$ cat config.mk
export PLATFORM = sky130hd
export DESIGN_NAME = accel_tilt_pitch_degrees_flat
export DESIGN_NICKNAME = d
export VERILOG_FILES = /design/src/design/atp_pkg.sv /design/src/design/atp_in_if.sv /design/src/design/atp_out_if.sv /design/src/design/atp_pre.sv /design/src/design/atp_cell.sv /design/src/design/accel_tilt_pitch_degrees.sv /design/src/flat_wrapper.sv
export SDC_FILE = /design/constraint.sdc
export NUM_CORES = 2
export LEC_CHECK = 0
export BUFFER_PORTS_ARGS = -buffer_cell sky130_fd_sc_hd__buf_4
export CORE_MARGIN = 2
export CORE_UTILIZATION = 48
export DETAILED_ROUTE_END_ITERATION = 12
export PLACE_DENSITY = 0.59
export SLEW_MARGIN = 20
export SYNTH_ARGS = -nofsm -noshare
export SYNTH_HDL_FRONTEND = slang
export SYNTH_SLANG_ARGS = --single-unit
$ cat constraint.sdc
create_clock -name clk_i -period 98.3 [get_ports clk_i]
set_clock_uncertainty 0.2 [all_clocks]
set_input_delay 4.915 -clock clk_i [delete_from_list [all_inputs] [get_ports clk_i]]
set_output_delay 4.915 -clock clk_i [all_outputs]
set_load 0.05 [all_outputs]
$ cat src/design/atp_pkg.sv
// Shared types and constants for the accelerometer tilt pitch block.
package atp_pkg;

  localparam int unsigned AXIS_W    = 16;
  localparam int unsigned DEG_W     = 9;
  localparam int unsigned ACC_W     = 27;  // signed Q9.16 degrees plus headroom
  localparam int unsigned FRAC_W    = 16;
  localparam int unsigned ATAN_W    = 22;
  localparam int unsigned ATAN_LEN  = 24;
  localparam int unsigned VEC_GUARD = 19;  // vector bits beyond the stage shift

  localparam logic signed [DEG_W-1:0] DEG_MAX = 9'sd180;
  localparam logic signed [DEG_W-1:0] DEG_MIN = -9'sd180;
  localparam logic signed [DEG_W-1:0] DEG_90  = 9'sd90;
  localparam logic signed [DEG_W-1:0] DEG_M90 = -9'sd90;
  localparam logic signed [DEG_W-1:0] DEG_0   = 9'sd0;

  localparam logic signed [ACC_W-1:0] ACC_P180 = 27'sd11796480;
  localparam logic signed [ACC_W-1:0] ACC_M180 = -27'sd11796480;

  // atan(2^-i) in degrees, Q.16, rounded to nearest
  localparam logic [ATAN_W-1:0] ATAN_DEG_Q16 [ATAN_LEN] = '{
    22'd2949120, 22'd1740967, 22'd919879, 22'd466945, 22'd234379, 22'd117304,
    22'd58666,   22'd29335,   22'd14668,  22'd7334,   22'd3667,   22'd1833,
    22'd917,     22'd458,     22'd229,    22'd115,    22'd57,     22'd29,
    22'd14,      22'd7,       22'd4,      22'd2,      22'd1,      22'd0
  };

  // Fields that ride alongside the CORDIC vector
  typedef struct packed {
    logic signed [AXIS_W-1:0] x_axis;
    logic signed [AXIS_W-1:0] y_axis;
    logic signed [AXIS_W-1:0] z_axis;
    logic                     spec;      // answer known without iterating
    logic signed [DEG_W-1:0]  spec_deg;
  } side_t;

endpackage

$ cat src/design/atp_in_if.sv
// Input channel: one accelerometer sample as six raw bytes.
interface atp_in_if;
  logic       valid;
  logic       ready;
  logic [7:0] x_low_byte;
  logic [7:0] x_high_byte;
  logic [7:0] y_low_byte;
  logic [7:0] y_high_byte;
  logic [7:0] z_low_byte;
  logic [7:0] z_high_byte;

  modport source (
    output valid, x_low_byte, x_high_byte, y_low_byte, y_high_byte,
           z_low_byte, z_high_byte,
    input  ready
  );
  modport sink (
    input  valid, x_low_byte, x_high_byte, y_low_byte, y_high_byte,
           z_low_byte, z_high_byte,
    output ready
  );
endinterface

$ cat src/design/atp_out_if.sv
// Output channel: axis values and pitch angle.
interface atp_out_if;
  logic               valid;
  logic               ready;
  logic signed [15:0] x_axis;
  logic signed [15:0] y_axis;
  logic signed [15:0] z_axis;
  logic signed [8:0]  pitch_degrees;

  modport source (
    output valid, x_axis, y_axis, z_axis, pitch_degrees,
    input  ready
  );
  modport sink (
    input  valid, x_axis, y_axis, z_axis, pitch_degrees,
    output ready
  );
endinterface

$ cat src/design/atp_pre.sv
// Quadrant pre-rotation and detection of the on-axis cases.
module atp_pre #(
  parameter int unsigned STAGES = 16,
  parameter int unsigned VEC_W  = 35
) (
  input  logic signed [atp_pkg::AXIS_W-1:0] x_i,
  input  logic signed [atp_pkg::AXIS_W-1:0] y_i,
  input  logic signed [atp_pkg::AXIS_W-1:0] z_i,
  output logic signed [VEC_W-1:0]           vx_o,
  output logic signed [VEC_W-1:0]           vy_o,
  output logic signed [atp_pkg::ACC_W-1:0]  acc_o,
  output atp_pkg::side_t                    side_o
);
  import atp_pkg::*;

  localparam int unsigned EXT_W = VEC_W - (AXIS_W + 1) - STAGES;

  logic signed [AXIS_W:0] x_e, z_e, vx_s, vy_s;
  logic                   z_neg, x_zero, z_zero;

  always_comb begin
    x_e    = {x_i[AXIS_W-1], x_i};
    z_e    = {z_i[AXIS_W-1], z_i};
    z_neg  = z_i[AXIS_W-1];
    x_zero = (x_i == '0);
    z_zero = (z_i == '0);

    // left half-plane: turn by 180 degrees and start from +-180
    if (z_neg) begin
      vx_s  = -z_e;
      vy_s  = -x_e;
      acc_o = x_i[AXIS_W-1] ? ACC_M180 : ACC_P180;
    end else begin
      vx_s  = z_e;
      vy_s  = x_e;
      acc_o = '0;
    end

    vx_o = $signed({{EXT_W{vx_s[AXIS_W]}}, vx_s, {STAGES{1'b0}}});
    vy_o = $signed({{EXT_W{vy_s[AXIS_W]}}, vy_s, {STAGES{1'b0}}});

    side_o.x_axis = x_i;
    side_o.y_axis = y_i;
    side_o.z_axis = z_i;
    side_o.spec   = x_zero || z_zero;
    if (x_zero) begin
      side_o.spec_deg = z_neg ? DEG_MAX : DEG_0;
    end else begin
      side_o.spec_deg = x_i[AXIS_W-1] ? DEG_M90 : DEG_90;
    end
  end

endmodule

$ cat src/design/atp_cell.sv
// One CORDIC vectoring cell: a single micro-rotation and its pipeline register.
module atp_cell #(
  parameter int unsigned STAGE = 0,
  parameter int unsigned VEC_W = 35
) (
  input  logic                              clk_i,
  input  logic                              rst_ni,
  input  logic                              adv_i,
  input  logic                              valid_i,
  input  logic signed [VEC_W-1:0]           vx_i,
  input  logic signed [VEC_W-1:0]           vy_i,
  input  logic signed [atp_pkg::ACC_W-1:0]  acc_i,
  input  atp_pkg::side_t                    side_i,
  output logic                              valid_o,
  output logic signed [VEC_W-1:0]           vx_o,
  output logic signed [VEC_W-1:0]           vy_o,
  output logic signed [atp_pkg::ACC_W-1:0]  acc_o,
  output atp_pkg::side_t                    side_o
);
  import atp_pkg::*;

  localparam logic signed [ACC_W-1:0] STEP =
    $signed({{(ACC_W-ATAN_W){1'b0}}, ATAN_DEG_Q16[STAGE]});

  logic                      valid_q;
  logic signed [VEC_W-1:0]   vx_d, vx_q, vy_d, vy_q, dx, dy;
  logic signed [ACC_W-1:0]   acc_d, acc_q;
  side_t                     side_q;

  always_comb begin
    dx = vy_i >>> STAGE;
    dy = vx_i >>> STAGE;
    if (!vy_i[VEC_W-1]) begin
      vx_d  = vx_i + dx;
      vy_d  = vy_i - dy;
      acc_d = acc_i + STEP;
    end else begin
      vx_d  = vx_i - dx;
      vy_d  = vy_i + dy;
      acc_d = acc_i - STEP;
    end
  end

  always_ff @(posedge clk_i or negedge rst_ni) begin
    if (!rst_ni) begin
      valid_q <= 1'b0;
    end else if (adv_i) begin
      valid_q <= valid_i;
    end
  end

  always_ff @(posedge clk_i) begin
    if (adv_i) begin
      vx_q   <= vx_d;
      vy_q   <= vy_d;
      acc_q  <= acc_d;
      side_q <= side_i;
    end
  end

  assign valid_o = valid_q;
  assign vx_o    = vx_q;
  assign vy_o    = vy_q;
  assign acc_o   = acc_q;
  assign side_o  = side_q;

endmodule

$ cat src/design/accel_tilt_pitch_degrees.sv
// Accelerometer tilt pitch: byte assembly, CORDIC atan2 cell chain, output register.
// Each beat passes through the CORDIC_STAGES cell registers and then the output register.
// Throughput: one beat per cycle; the chain of CORDIC_STAGES cells advances as one.
// A stalled output holds the whole chain; ready is low only while the output waits.
// Reset clears the valid bits of the cells and the output register; data is not reset.
module accel_tilt_pitch_degrees #(
  parameter int unsigned CORDIC_STAGES = 16
) (
  input  logic     clk_i,
  input  logic     rst_ni,
  atp_in_if.sink   in_i,
  atp_out_if.source out_o
);
  import atp_pkg::*;

  localparam int unsigned N     = CORDIC_STAGES;
  localparam int unsigned VEC_W = CORDIC_STAGES + VEC_GUARD;

  logic                     adv;
  logic                     valid_c [N+1];
  logic signed [VEC_W-1:0]  vx_c    [N+1];
  logic signed [VEC_W-1:0]  vy_c    [N+1];
  logic signed [ACC_W-1:0]  acc_c   [N+1];
  side_t                    side_c  [N+1];

  logic signed [AXIS_W-1:0] x_raw, y_raw, z_raw;

  assign x_raw = $signed({in_i.x_high_byte, in_i.x_low_byte});
  assign y_raw = $signed({in_i.y_high_byte, in_i.y_low_byte});
  assign z_raw = $signed({in_i.z_high_byte, in_i.z_low_byte});

  assign adv        = !out_o.valid || out_o.ready;
  assign in_i.ready = adv;
  assign valid_c[0] = in_i.valid;

  atp_pre #(
    .STAGES (N),
    .VEC_W  (VEC_W)
  ) u_pre (
    .x_i    (x_raw),
    .y_i    (y_raw),
    .z_i    (z_raw),
    .vx_o   (vx_c[0]),
    .vy_o   (vy_c[0]),
    .acc_o  (acc_c[0]),
    .side_o (side_c[0])
  );

  for (genvar g = 0; g < N; g++) begin : g_cell
    atp_cell #(
      .STAGE (g),
      .VEC_W (VEC_W)
    ) u_cell (
      .clk_i   (clk_i),
      .rst_ni  (rst_ni),
      .adv_i   (adv),
      .valid_i (valid_c[g]),
      .vx_i    (vx_c[g]),
      .vy_i    (vy_c[g]),
      .acc_i   (acc_c[g]),
      .side_i  (side_c[g]),
      .valid_o (valid_c[g+1]),
      .vx_o    (vx_c[g+1]),
      .vy_o    (vy_c[g+1]),
      .acc_o   (acc_c[g+1]),
      .side_o  (side_c[g+1])
    );
  end

  // Q9.16 to whole degrees, truncated toward zero, then clamped; on-axis cases take spec_deg
  localparam int unsigned WHOLE_W = ACC_W - FRAC_W;

  logic signed [ACC_W-1:0]   acc_last, acc_neg, acc_mag;
  logic        [WHOLE_W-1:0] whole;
  logic signed [WHOLE_W:0]   deg_w;
  logic signed [DEG_W-1:0]   pitch_d, pitch_q;
  logic                      out_valid_q;
  side_t                     out_side_q;

  always_comb begin
    acc_last = acc_c[N];
    acc_neg  = -acc_last;
    acc_mag  = acc_last[ACC_W-1] ? acc_neg : acc_last;
    whole    = acc_mag[ACC_W-1:FRAC_W];
    deg_w    = acc_last[ACC_W-1] ? -$signed({1'b0, whole}) : $signed({1'b0, whole});
    if (side_c[N].spec) begin
      pitch_d = side_c[N].spec_deg;
    end else if (deg_w > (WHOLE_W+1)'(DEG_MAX)) begin
      pitch_d = DEG_MAX;
    end else if (deg_w < (WHOLE_W+1)'(DEG_MIN)) begin
      pitch_d = DEG_MIN;
    end else begin
      pitch_d = deg_w[DEG_W-1:0];
    end
  end

  always_ff @(posedge clk_i or negedge rst_ni) begin
    if (!rst_ni) begin
      out_valid_q <= 1'b0;
    end else if (adv) begin
      out_valid_q <= valid_c[N];
    end
  end

  always_ff @(posedge clk_i) begin
    if (adv) begin
      out_side_q <= side_c[N];
      pitch_q    <= pitch_d;
    end
  end

  assign out_o.valid         = out_valid_q;
  assign out_o.x_axis        = out_side_q.x_axis;
  assign out_o.y_axis        = out_side_q.y_axis;
  assign out_o.z_axis        = out_side_q.z_axis;
  assign out_o.pitch_degrees = pitch_q;

endmodule
$ cat src/flat_wrapper.sv
// flat-port wrapper written by rule: the top's interface ports become plain ports
module accel_tilt_pitch_degrees_flat import atp_pkg::*;
#(
  parameter int unsigned CORDIC_STAGES = 16
)
  (clk_i, rst_ni, in_i_valid, in_i_x_low_byte, in_i_x_high_byte, in_i_y_low_byte, in_i_y_high_byte, in_i_z_low_byte, in_i_z_high_byte, in_i_ready, out_o_valid, out_o_x_axis, out_o_y_axis, out_o_z_axis, out_o_pitch_degrees, out_o_ready);
  atp_in_if in_i_i ();
  atp_out_if out_o_i ();
  input  logic clk_i;
  input  logic rst_ni;
  input wire logic [$bits(in_i_i.valid)-1:0] in_i_valid;
  input wire logic [$bits(in_i_i.x_low_byte)-1:0] in_i_x_low_byte;
  input wire logic [$bits(in_i_i.x_high_byte)-1:0] in_i_x_high_byte;
  input wire logic [$bits(in_i_i.y_low_byte)-1:0] in_i_y_low_byte;
  input wire logic [$bits(in_i_i.y_high_byte)-1:0] in_i_y_high_byte;
  input wire logic [$bits(in_i_i.z_low_byte)-1:0] in_i_z_low_byte;
  input wire logic [$bits(in_i_i.z_high_byte)-1:0] in_i_z_high_byte;
  output wire logic [$bits(in_i_i.ready)-1:0] in_i_ready;
  output wire logic [$bits(out_o_i.valid)-1:0] out_o_valid;
  output wire logic [$bits(out_o_i.x_axis)-1:0] out_o_x_axis;
  output wire logic [$bits(out_o_i.y_axis)-1:0] out_o_y_axis;
  output wire logic [$bits(out_o_i.z_axis)-1:0] out_o_z_axis;
  output wire logic [$bits(out_o_i.pitch_degrees)-1:0] out_o_pitch_degrees;
  input wire logic [$bits(out_o_i.ready)-1:0] out_o_ready;
  assign in_i_i.valid = in_i_valid;
  assign in_i_i.x_low_byte = in_i_x_low_byte;
  assign in_i_i.x_high_byte = in_i_x_high_byte;
  assign in_i_i.y_low_byte = in_i_y_low_byte;
  assign in_i_i.y_high_byte = in_i_y_high_byte;
  assign in_i_i.z_low_byte = in_i_z_low_byte;
  assign in_i_i.z_high_byte = in_i_z_high_byte;
  assign in_i_ready = in_i_i.ready;
  assign out_o_valid = out_o_i.valid;
  assign out_o_x_axis = out_o_i.x_axis;
  assign out_o_y_axis = out_o_i.y_axis;
  assign out_o_z_axis = out_o_i.z_axis;
  assign out_o_pitch_degrees = out_o_i.pitch_degrees;
  assign out_o_i.ready = out_o_ready;
  accel_tilt_pitch_degrees #(.CORDIC_STAGES(CORDIC_STAGES)) u_core (.clk_i(clk_i), .rst_ni(rst_ni), .in_i(in_i_i), .out_o(out_o_i));
endmodule
[Word level (Yosys, flattened, before mapping)]
Index checks and enable logic that the tools add are counted.
Operators by class
  muxes and demuxes: 57
  order comparisons: 2
  add/sub/neg operators: 93
  reductions and logical operators: 5
Operator list (count)
  35-bit 2-to-1 mux: 29
  27-bit 2-to-1 mux: 19
  35-bit by 22-bit adder with 35-bit output: 2
  35-bit by 23-bit adder with 35-bit output: 2
  35-bit by 24-bit adder with 35-bit output: 2
  35-bit by 25-bit adder with 35-bit output: 2
  35-bit by 26-bit adder with 35-bit output: 2
  35-bit by 27-bit adder with 35-bit output: 2
  35-bit by 28-bit adder with 35-bit output: 2
  35-bit by 29-bit adder with 35-bit output: 2
  35-bit by 30-bit adder with 35-bit output: 2
  35-bit by 31-bit adder with 35-bit output: 2
  35-bit by 32-bit adder with 35-bit output: 2
  35-bit by 33-bit adder with 35-bit output: 2
  35-bit by 34-bit adder with 35-bit output: 2
  35-bit by 22-bit subtractor with 35-bit output: 2
  35-bit by 23-bit subtractor with 35-bit output: 2
  35-bit by 24-bit subtractor with 35-bit output: 2
  35-bit by 25-bit subtractor with 35-bit output: 2
  35-bit by 26-bit subtractor with 35-bit output: 2
  35-bit by 27-bit subtractor with 35-bit output: 2
  35-bit by 28-bit subtractor with 35-bit output: 2
  35-bit by 29-bit subtractor with 35-bit output: 2
  35-bit by 30-bit subtractor with 35-bit output: 2
  other kinds (52): 65
Storage, ports and cells
  flip-flop bits (word level): 2449
  word-level logic and storage cells: 303
  output and inout bits: 59
  bits of input ports: 52

[Depth between registers and ports, before layout]
  depth in word-level cells: 8
  mapped depth: 23

[Cells and area by module]
A second synthesis with hierarchy kept.
Second synthesis, totals
  cells, all modules: 17213
  area total of the unflattened synthesis: 176860.9 um^2
By module, submodules not included
  atp_cell (u_core.g_cell[3].u_cell): seq. area each 4679.5 um^2, cells each 1099, area an instance 11203.2 um^2, instances 1
  atp_cell (u_core.g_cell[11].u_cell): seq. area each 4679.5 um^2, cells each 1111, area an instance 11123.2 um^2, instances 1
  atp_cell (u_core.g_cell[1].u_cell): seq. area each 4679.5 um^2, cells each 1094, area an instance 11095.6 um^2, instances 1
  atp_cell (u_core.g_cell[0].u_cell): seq. area each 4649.5 um^2, cells each 1152, area an instance 11064.4 um^2, instances 1
  atp_cell (u_core.g_cell[2].u_cell): seq. area each 4679.5 um^2, cells each 1081, area an instance 11040.6 um^2, instances 1
  atp_cell (u_core.g_cell[5].u_cell): seq. area each 4679.5 um^2, cells each 1083, area an instance 11024.3 um^2, instances 1
  atp_cell (u_core.g_cell[14].u_cell): seq. area each 4679.5 um^2, cells each 1061, area an instance 10930.5 um^2, instances 1
  atp_cell (u_core.g_cell[10].u_cell): seq. area each 4679.5 um^2, cells each 1047, area an instance 10791.6 um^2, instances 1
  atp_cell (u_core.g_cell[6].u_cell): seq. area each 4679.5 um^2, cells each 1036, area an instance 10791.6 um^2, instances 1
  atp_cell (u_core.g_cell[4].u_cell): seq. area each 4679.5 um^2, cells each 1040, area an instance 10690.3 um^2, instances 1
  atp_cell (u_core.g_cell[12].u_cell): seq. area each 4679.5 um^2, cells each 1045, area an instance 10655.2 um^2, instances 1
  atp_cell (u_core.g_cell[7].u_cell): seq. area each 4679.5 um^2, cells each 1004, area an instance 10567.6 um^2, instances 1
  atp_cell (u_core.g_cell[9].u_cell): seq. area each 4679.5 um^2, cells each 986, area an instance 10516.3 um^2, instances 1
  atp_cell (u_core.g_cell[13].u_cell): seq. area each 4679.5 um^2, cells each 999, area an instance 10502.6 um^2, instances 1
  +4 rows

[Worst setup path after synthesis]
No wires, ideal clock.
  path kind: input-to-reg
  start: input out_o_ready
  end: register u_core.g_cell[10].u_cell.valid_q
  arrival time: 70674 ps
  library setup time: 245 ps
  stages on the path: 4
  path buffers: 2
  setup slack: 27182 ps
  cells stage by stage: nand2b_1 > clkbuf_1 > clkbuf_1 > mux2_2
On the way
  word-level cells in the longest chain between the ends: 1
Ends and longest elaborated chain
  start: declaration: line flat_wrapper.sv:24  | input wire logic [$bits(out_o_i.ready)-1:0] out_o_ready;
  1-bit logical OR: line accel_tilt_pitch_degrees.sv:32  | assign adv = !out_o.valid || out_o.ready;
  named net in_i_ready: line flat_wrapper.sv:18  | output wire logic [$bits(in_i_i.ready)-1:0] in_i_ready;
  end signal: assignment: line atp_cell.sv:48  | valid_q <= valid_i;
  end: declaration: line atp_cell.sv:25  | logic valid_q;
The timed path passes the listed nets, and every way through them passes these cells.
A chain may end at the register's enable or synchronous reset.

[Worst setup path in the final report]
  start: input out_o_ready
  end: output in_i_ready
On the way
  word-level cells in the longest chain between the ends: 1
Ends and longest elaborated chain (line)
  1-bit logical OR: accel_tilt_pitch_degrees.sv:32
  end: declaration: flat_wrapper.sv:18
Every way passes these cells.

==> run metrics <==
status finished clean; gr ovfl total 0; Min Clock Period, post-route 10.85 ns; met1 global-route usage a little over a quarter; crit-path max cell delay between 0.3 and 0.4 ns; NumNets Final 13600; Die Wd 531 um; DRT Wirelength between 300000 and 400000 um; Worst setup EP type primary output; number of global-route vias before repair between 80000 and 90000; Avg Inst Size Synth 11.1 sq um; Primary FF master, synth edfxtp_1; Syn Std Cell Area between 0.1 and 0.15 sq mm; clk_lat worst skew 0.91 ns; post-synthesis sequential area ratio 48.6%; Port Buffers 110; critical path's slowest cell nand2b_4; Critical Path Start Type primary input; post-CTS setup buffer count 0; unrepaired setup endpoints after global routing no; Boundary Pins around 110; clk sink count between 2000 and 2500; Iter 0 DRT Violations around 6000; setup ws final 87.45 ns; Critical Path AT around 5.7 ns; core box area between 0.2 and 0.3 sq mm; crit path max fanout 4; met2 usage 37.0%; GRT busiest layer met2; post-DP HPWL 231000 um; DRT Pass-1 Iters 8; Die Ht between 500 and 600 um; wire per inst 18.7 um; met3 Usage GRT under 10%; first-pass GRT wire length about 480000 um; Slew Limit Fails 0; post_cts resized 0; Sum Neg Setup Slack 0 ns; final worst-path cycle share between 10 and 15%; cts bufs inserted 238; post-synth cell types approximately 100; clock buffer depth 4; Synth Warn # 0; post-placement setup slack just under 90 ns; setup violators final 0; CP required 93.19 ns; GR Util All Layers 21.1%; Top delay family on crit path buffers and inverters; final routed DRC violation total 0; area grow syn2layout 10.3%; Hold Slack 0.167 ns; critical path class primary input to primary output; Buf/Inv on CP 2; Max Cap Violations 0; worst-margin pin slew about 1.1 ns; initial antenna violation count 4; CP cell instances buf_4, nand2b_4, buf_4; Die Area between 0.2 and 0.3 sq mm; # rows slightly below 200; TritonCTS clock tree yes; placer congestion estimate 0.902; #FFs+latches synth around 2200; Post-synth EDFFs between 2000 and 2500; Post-Synthesis Cells 12000; share of cells above drive strength 1 approximately 5.7%; Core Util, Final a little over half; H-tree depth 4; most frequent CP cell buf_4; Post-synth ARST share 0.788%; via count a little over 90000; HP Class flip-flop to flip-flop; Initial Util between 40% and 50%; vias per cell about 5.6; Post-DRT Antenna Nets 0; setup slack, reg-to-reg 91.79 ns; hold_buf cts 0; Fin. Hold Viols 0; largest net degree at the start of global routing around 170; Reg clk slew, reported paths around 0.06 ns; CTS root buffer clkbuf_16; headroom to the max-slew limit 27.9%; fmax about 92 MHz
-- per-layer routing --
layer,up-vias,part of all wire (%)
li1,45300,-
met2,1571,49
met5,-,0
met3,478,3.7
met4,0,2.7
met1,43900,44
-- sequential cells by signal, indices dropped and copies added (netlist names) --
signal                        count
u_core.g_cell.u_cell.acc_o      383
u_core.g_cell.u_cell.side_o     864
u_core.g_cell.u_cell.valid_o     16
u_core.g_cell.u_cell.vx_o       414
u_core.g_cell.u_cell.vy_o       423
u_core.out_o.pitch_degrees        9
u_core.out_o.valid                1
u_core.out_o.x_axis              16
u_core.out_o.y_axis              16
u_core.out_o.z_axis              16
-- placed cells by master (no fill, tap or decap), types with 31 or more instances in the layout --
| cell | synthesis | routed |
|---|---|---|
| nand2b_1 | 183 | 182 |
| nor3b_1 | 38 | 38 |
| clkbuf_16 | 0 | 240 |
| nor3_1 | 346 | 346 |
| a21o_1 | 396 | 396 |
| or3_1 | 81 | 81 |
| a21oi_1 | 1159 | 1158 |
| buf_4 | 0 | 177 |
| a21boi_0 | 32 | 32 |
| clkinv_1 | 2 | 52 |
| edfxtp_1 | 2141 | 2141 |
| o21bai_1 | 157 | 157 |
| o41ai_1 | 40 | 40 |
| o21a_1 | 206 | 206 |
| clkbuf_1 | 110 | 31 |
| fa_1 | 33 | 33 |
| o211ai_1 | 45 | 45 |
| and2_1 | 67 | 67 |
| nand3_1 | 180 | 180 |
| or2_2 | 36 | 36 |
| inv_1 | 507 | 507 |
| ha_1 | 1227 | 1227 |
| nor2b_1 | 150 | 150 |
| o21ai_0 | 426 | 426 |
| a211o_1 | 33 | 33 |
| clkinv_2 | 0 | 39 |
| a211oi_1 | 88 | 88 |
| mux2_2 | 55 | 55 |
| xor2_1 | 547 | 547 |
| a31oi_1 | 123 | 123 |
| and3_1 | 97 | 97 |
| nand4_1 | 63 | 63 |
| nor4_1 | 106 | 105 |
| nand2_1 | 576 | 576 |
| xnor2_1 | 1079 | 1079 |
| bufinv_16 | 0 | 38 |
| nor2_1 | 1133 | 1133 |
| o31ai_1 | 50 | 50 |
-- final cells by class --
class                           instances  area [sq um]
Tap cell                             3705          4640
Multi-Input combinational cell       9216         66000
Antenna cell                            1          2.50
Sequential cell                      2158         64700
Timing Repair Buffer                  180          1390
Clock inverter                        174          2060
Fill cell                           24000        129000
Clock buffer                          271          6120
Inverter                              509          1910
-- through the flow --
step	instances	instance area, sq um
after floorplan	12000	133000
after global placement	15800	139000
after detailed placement	15800	139000
after CTS	16200	147000
after global routing	16200	147000
final	16200	147000
-- Yosys cell counts, drive strengths merged (18+ instances only) --
master / count / share of area [%]
and2: 68 / 0.32
o21bai: 157 / 0.89
nor3: 347 / 1.3
ha: 1227 / 12
o21a: 207 / 1.2
or2: 37 / 0.17
o21ai: 443 / 1.7
o31ai: 53 / 0.31
or3: 81 / 0.38
xnor2: 1079 / 7.1
nand2b: 184 / 0.87
a31o: 21 / 0.14
a21o: 396 / 2.2
o31a: 27 / 0.18
clkbuf: 110 / 0.31
a2111oi: 20 / 0.15
and3: 97 / 0.46
buf: 28 / 0.083
nand3: 180 / 0.68
nand4: 63 / 0.30
nor4: 108 / 0.52
a221o: 18 / 0.14
a21boi: 33 / 0.19
a31oi: 123 / 0.58
mux2i: 30 / 0.23
nor3b: 38 / 0.21
nand2: 576 / 1.6
a21oi: 1161 / 4.4
o41ai: 43 / 0.32
mux2: 55 / 0.47
edfxtp: 2141 / 48
or4: 27 / 0.15
nor2: 1133 / 3.2
o2111ai: 22 / 0.14
inv: 507 / 1.4
o211ai: 45 / 0.25
a41oi: 20 / 0.14
and4: 25 / 0.17
fa: 33 / 0.50
nor2b: 150 / 0.70
a211oi: 88 / 0.50
a211o: 33 / 0.22
xor2: 547 / 3.6
-- cell families (layout without fill, tap and decap cells) --
group | count (synthesis) | in the layout | synth area share, %
AO/OA/AOI/OAI | 3070 | 3070 | 14.7
XOR/XNOR | 1626 | 1626 | 10.7
adder cells (fa/ha/maj) | 1260 | 1260 | 12.0
buffers and inverters | 647 | 1134 | 1.83
flip-flops | 2158 | 2158 | 48.6
multiplexers | 85 | 85 | 0.691
other | 2 | 4 | 0.00564
AND/OR/NAND/NOR | 3172 | 3172 | 11.4
-- final timing paths --
path | startpoint | end | cells past startpoint
worst max-delay path | out_o_ready | in_i_ready | 3
worst min-delay path | u_core.g_cell[3].u_cell.side_o[34] | u_core.g_cell[4].u_cell.side_o[34] | 0
worst max register to register | u_core.g_cell[4].u_cell.vx_o[9] | u_core.g_cell[5].u_cell.vy_o[34] | 20
worst min register to register | u_core.g_cell[3].u_cell.side_o[34] | u_core.g_cell[4].u_cell.side_o[34] | 0
max in group asynchronous | rst_ni | u_core.g_cell[15].u_cell.valid_o | 1
min in group asynchronous | rst_ni | u_core.g_cell[8].u_cell.valid_o | 1
Power is left out: the tool's default activity adds up to more than one toggle a clock period on the data nets, which glitch-free logic cannot reach.
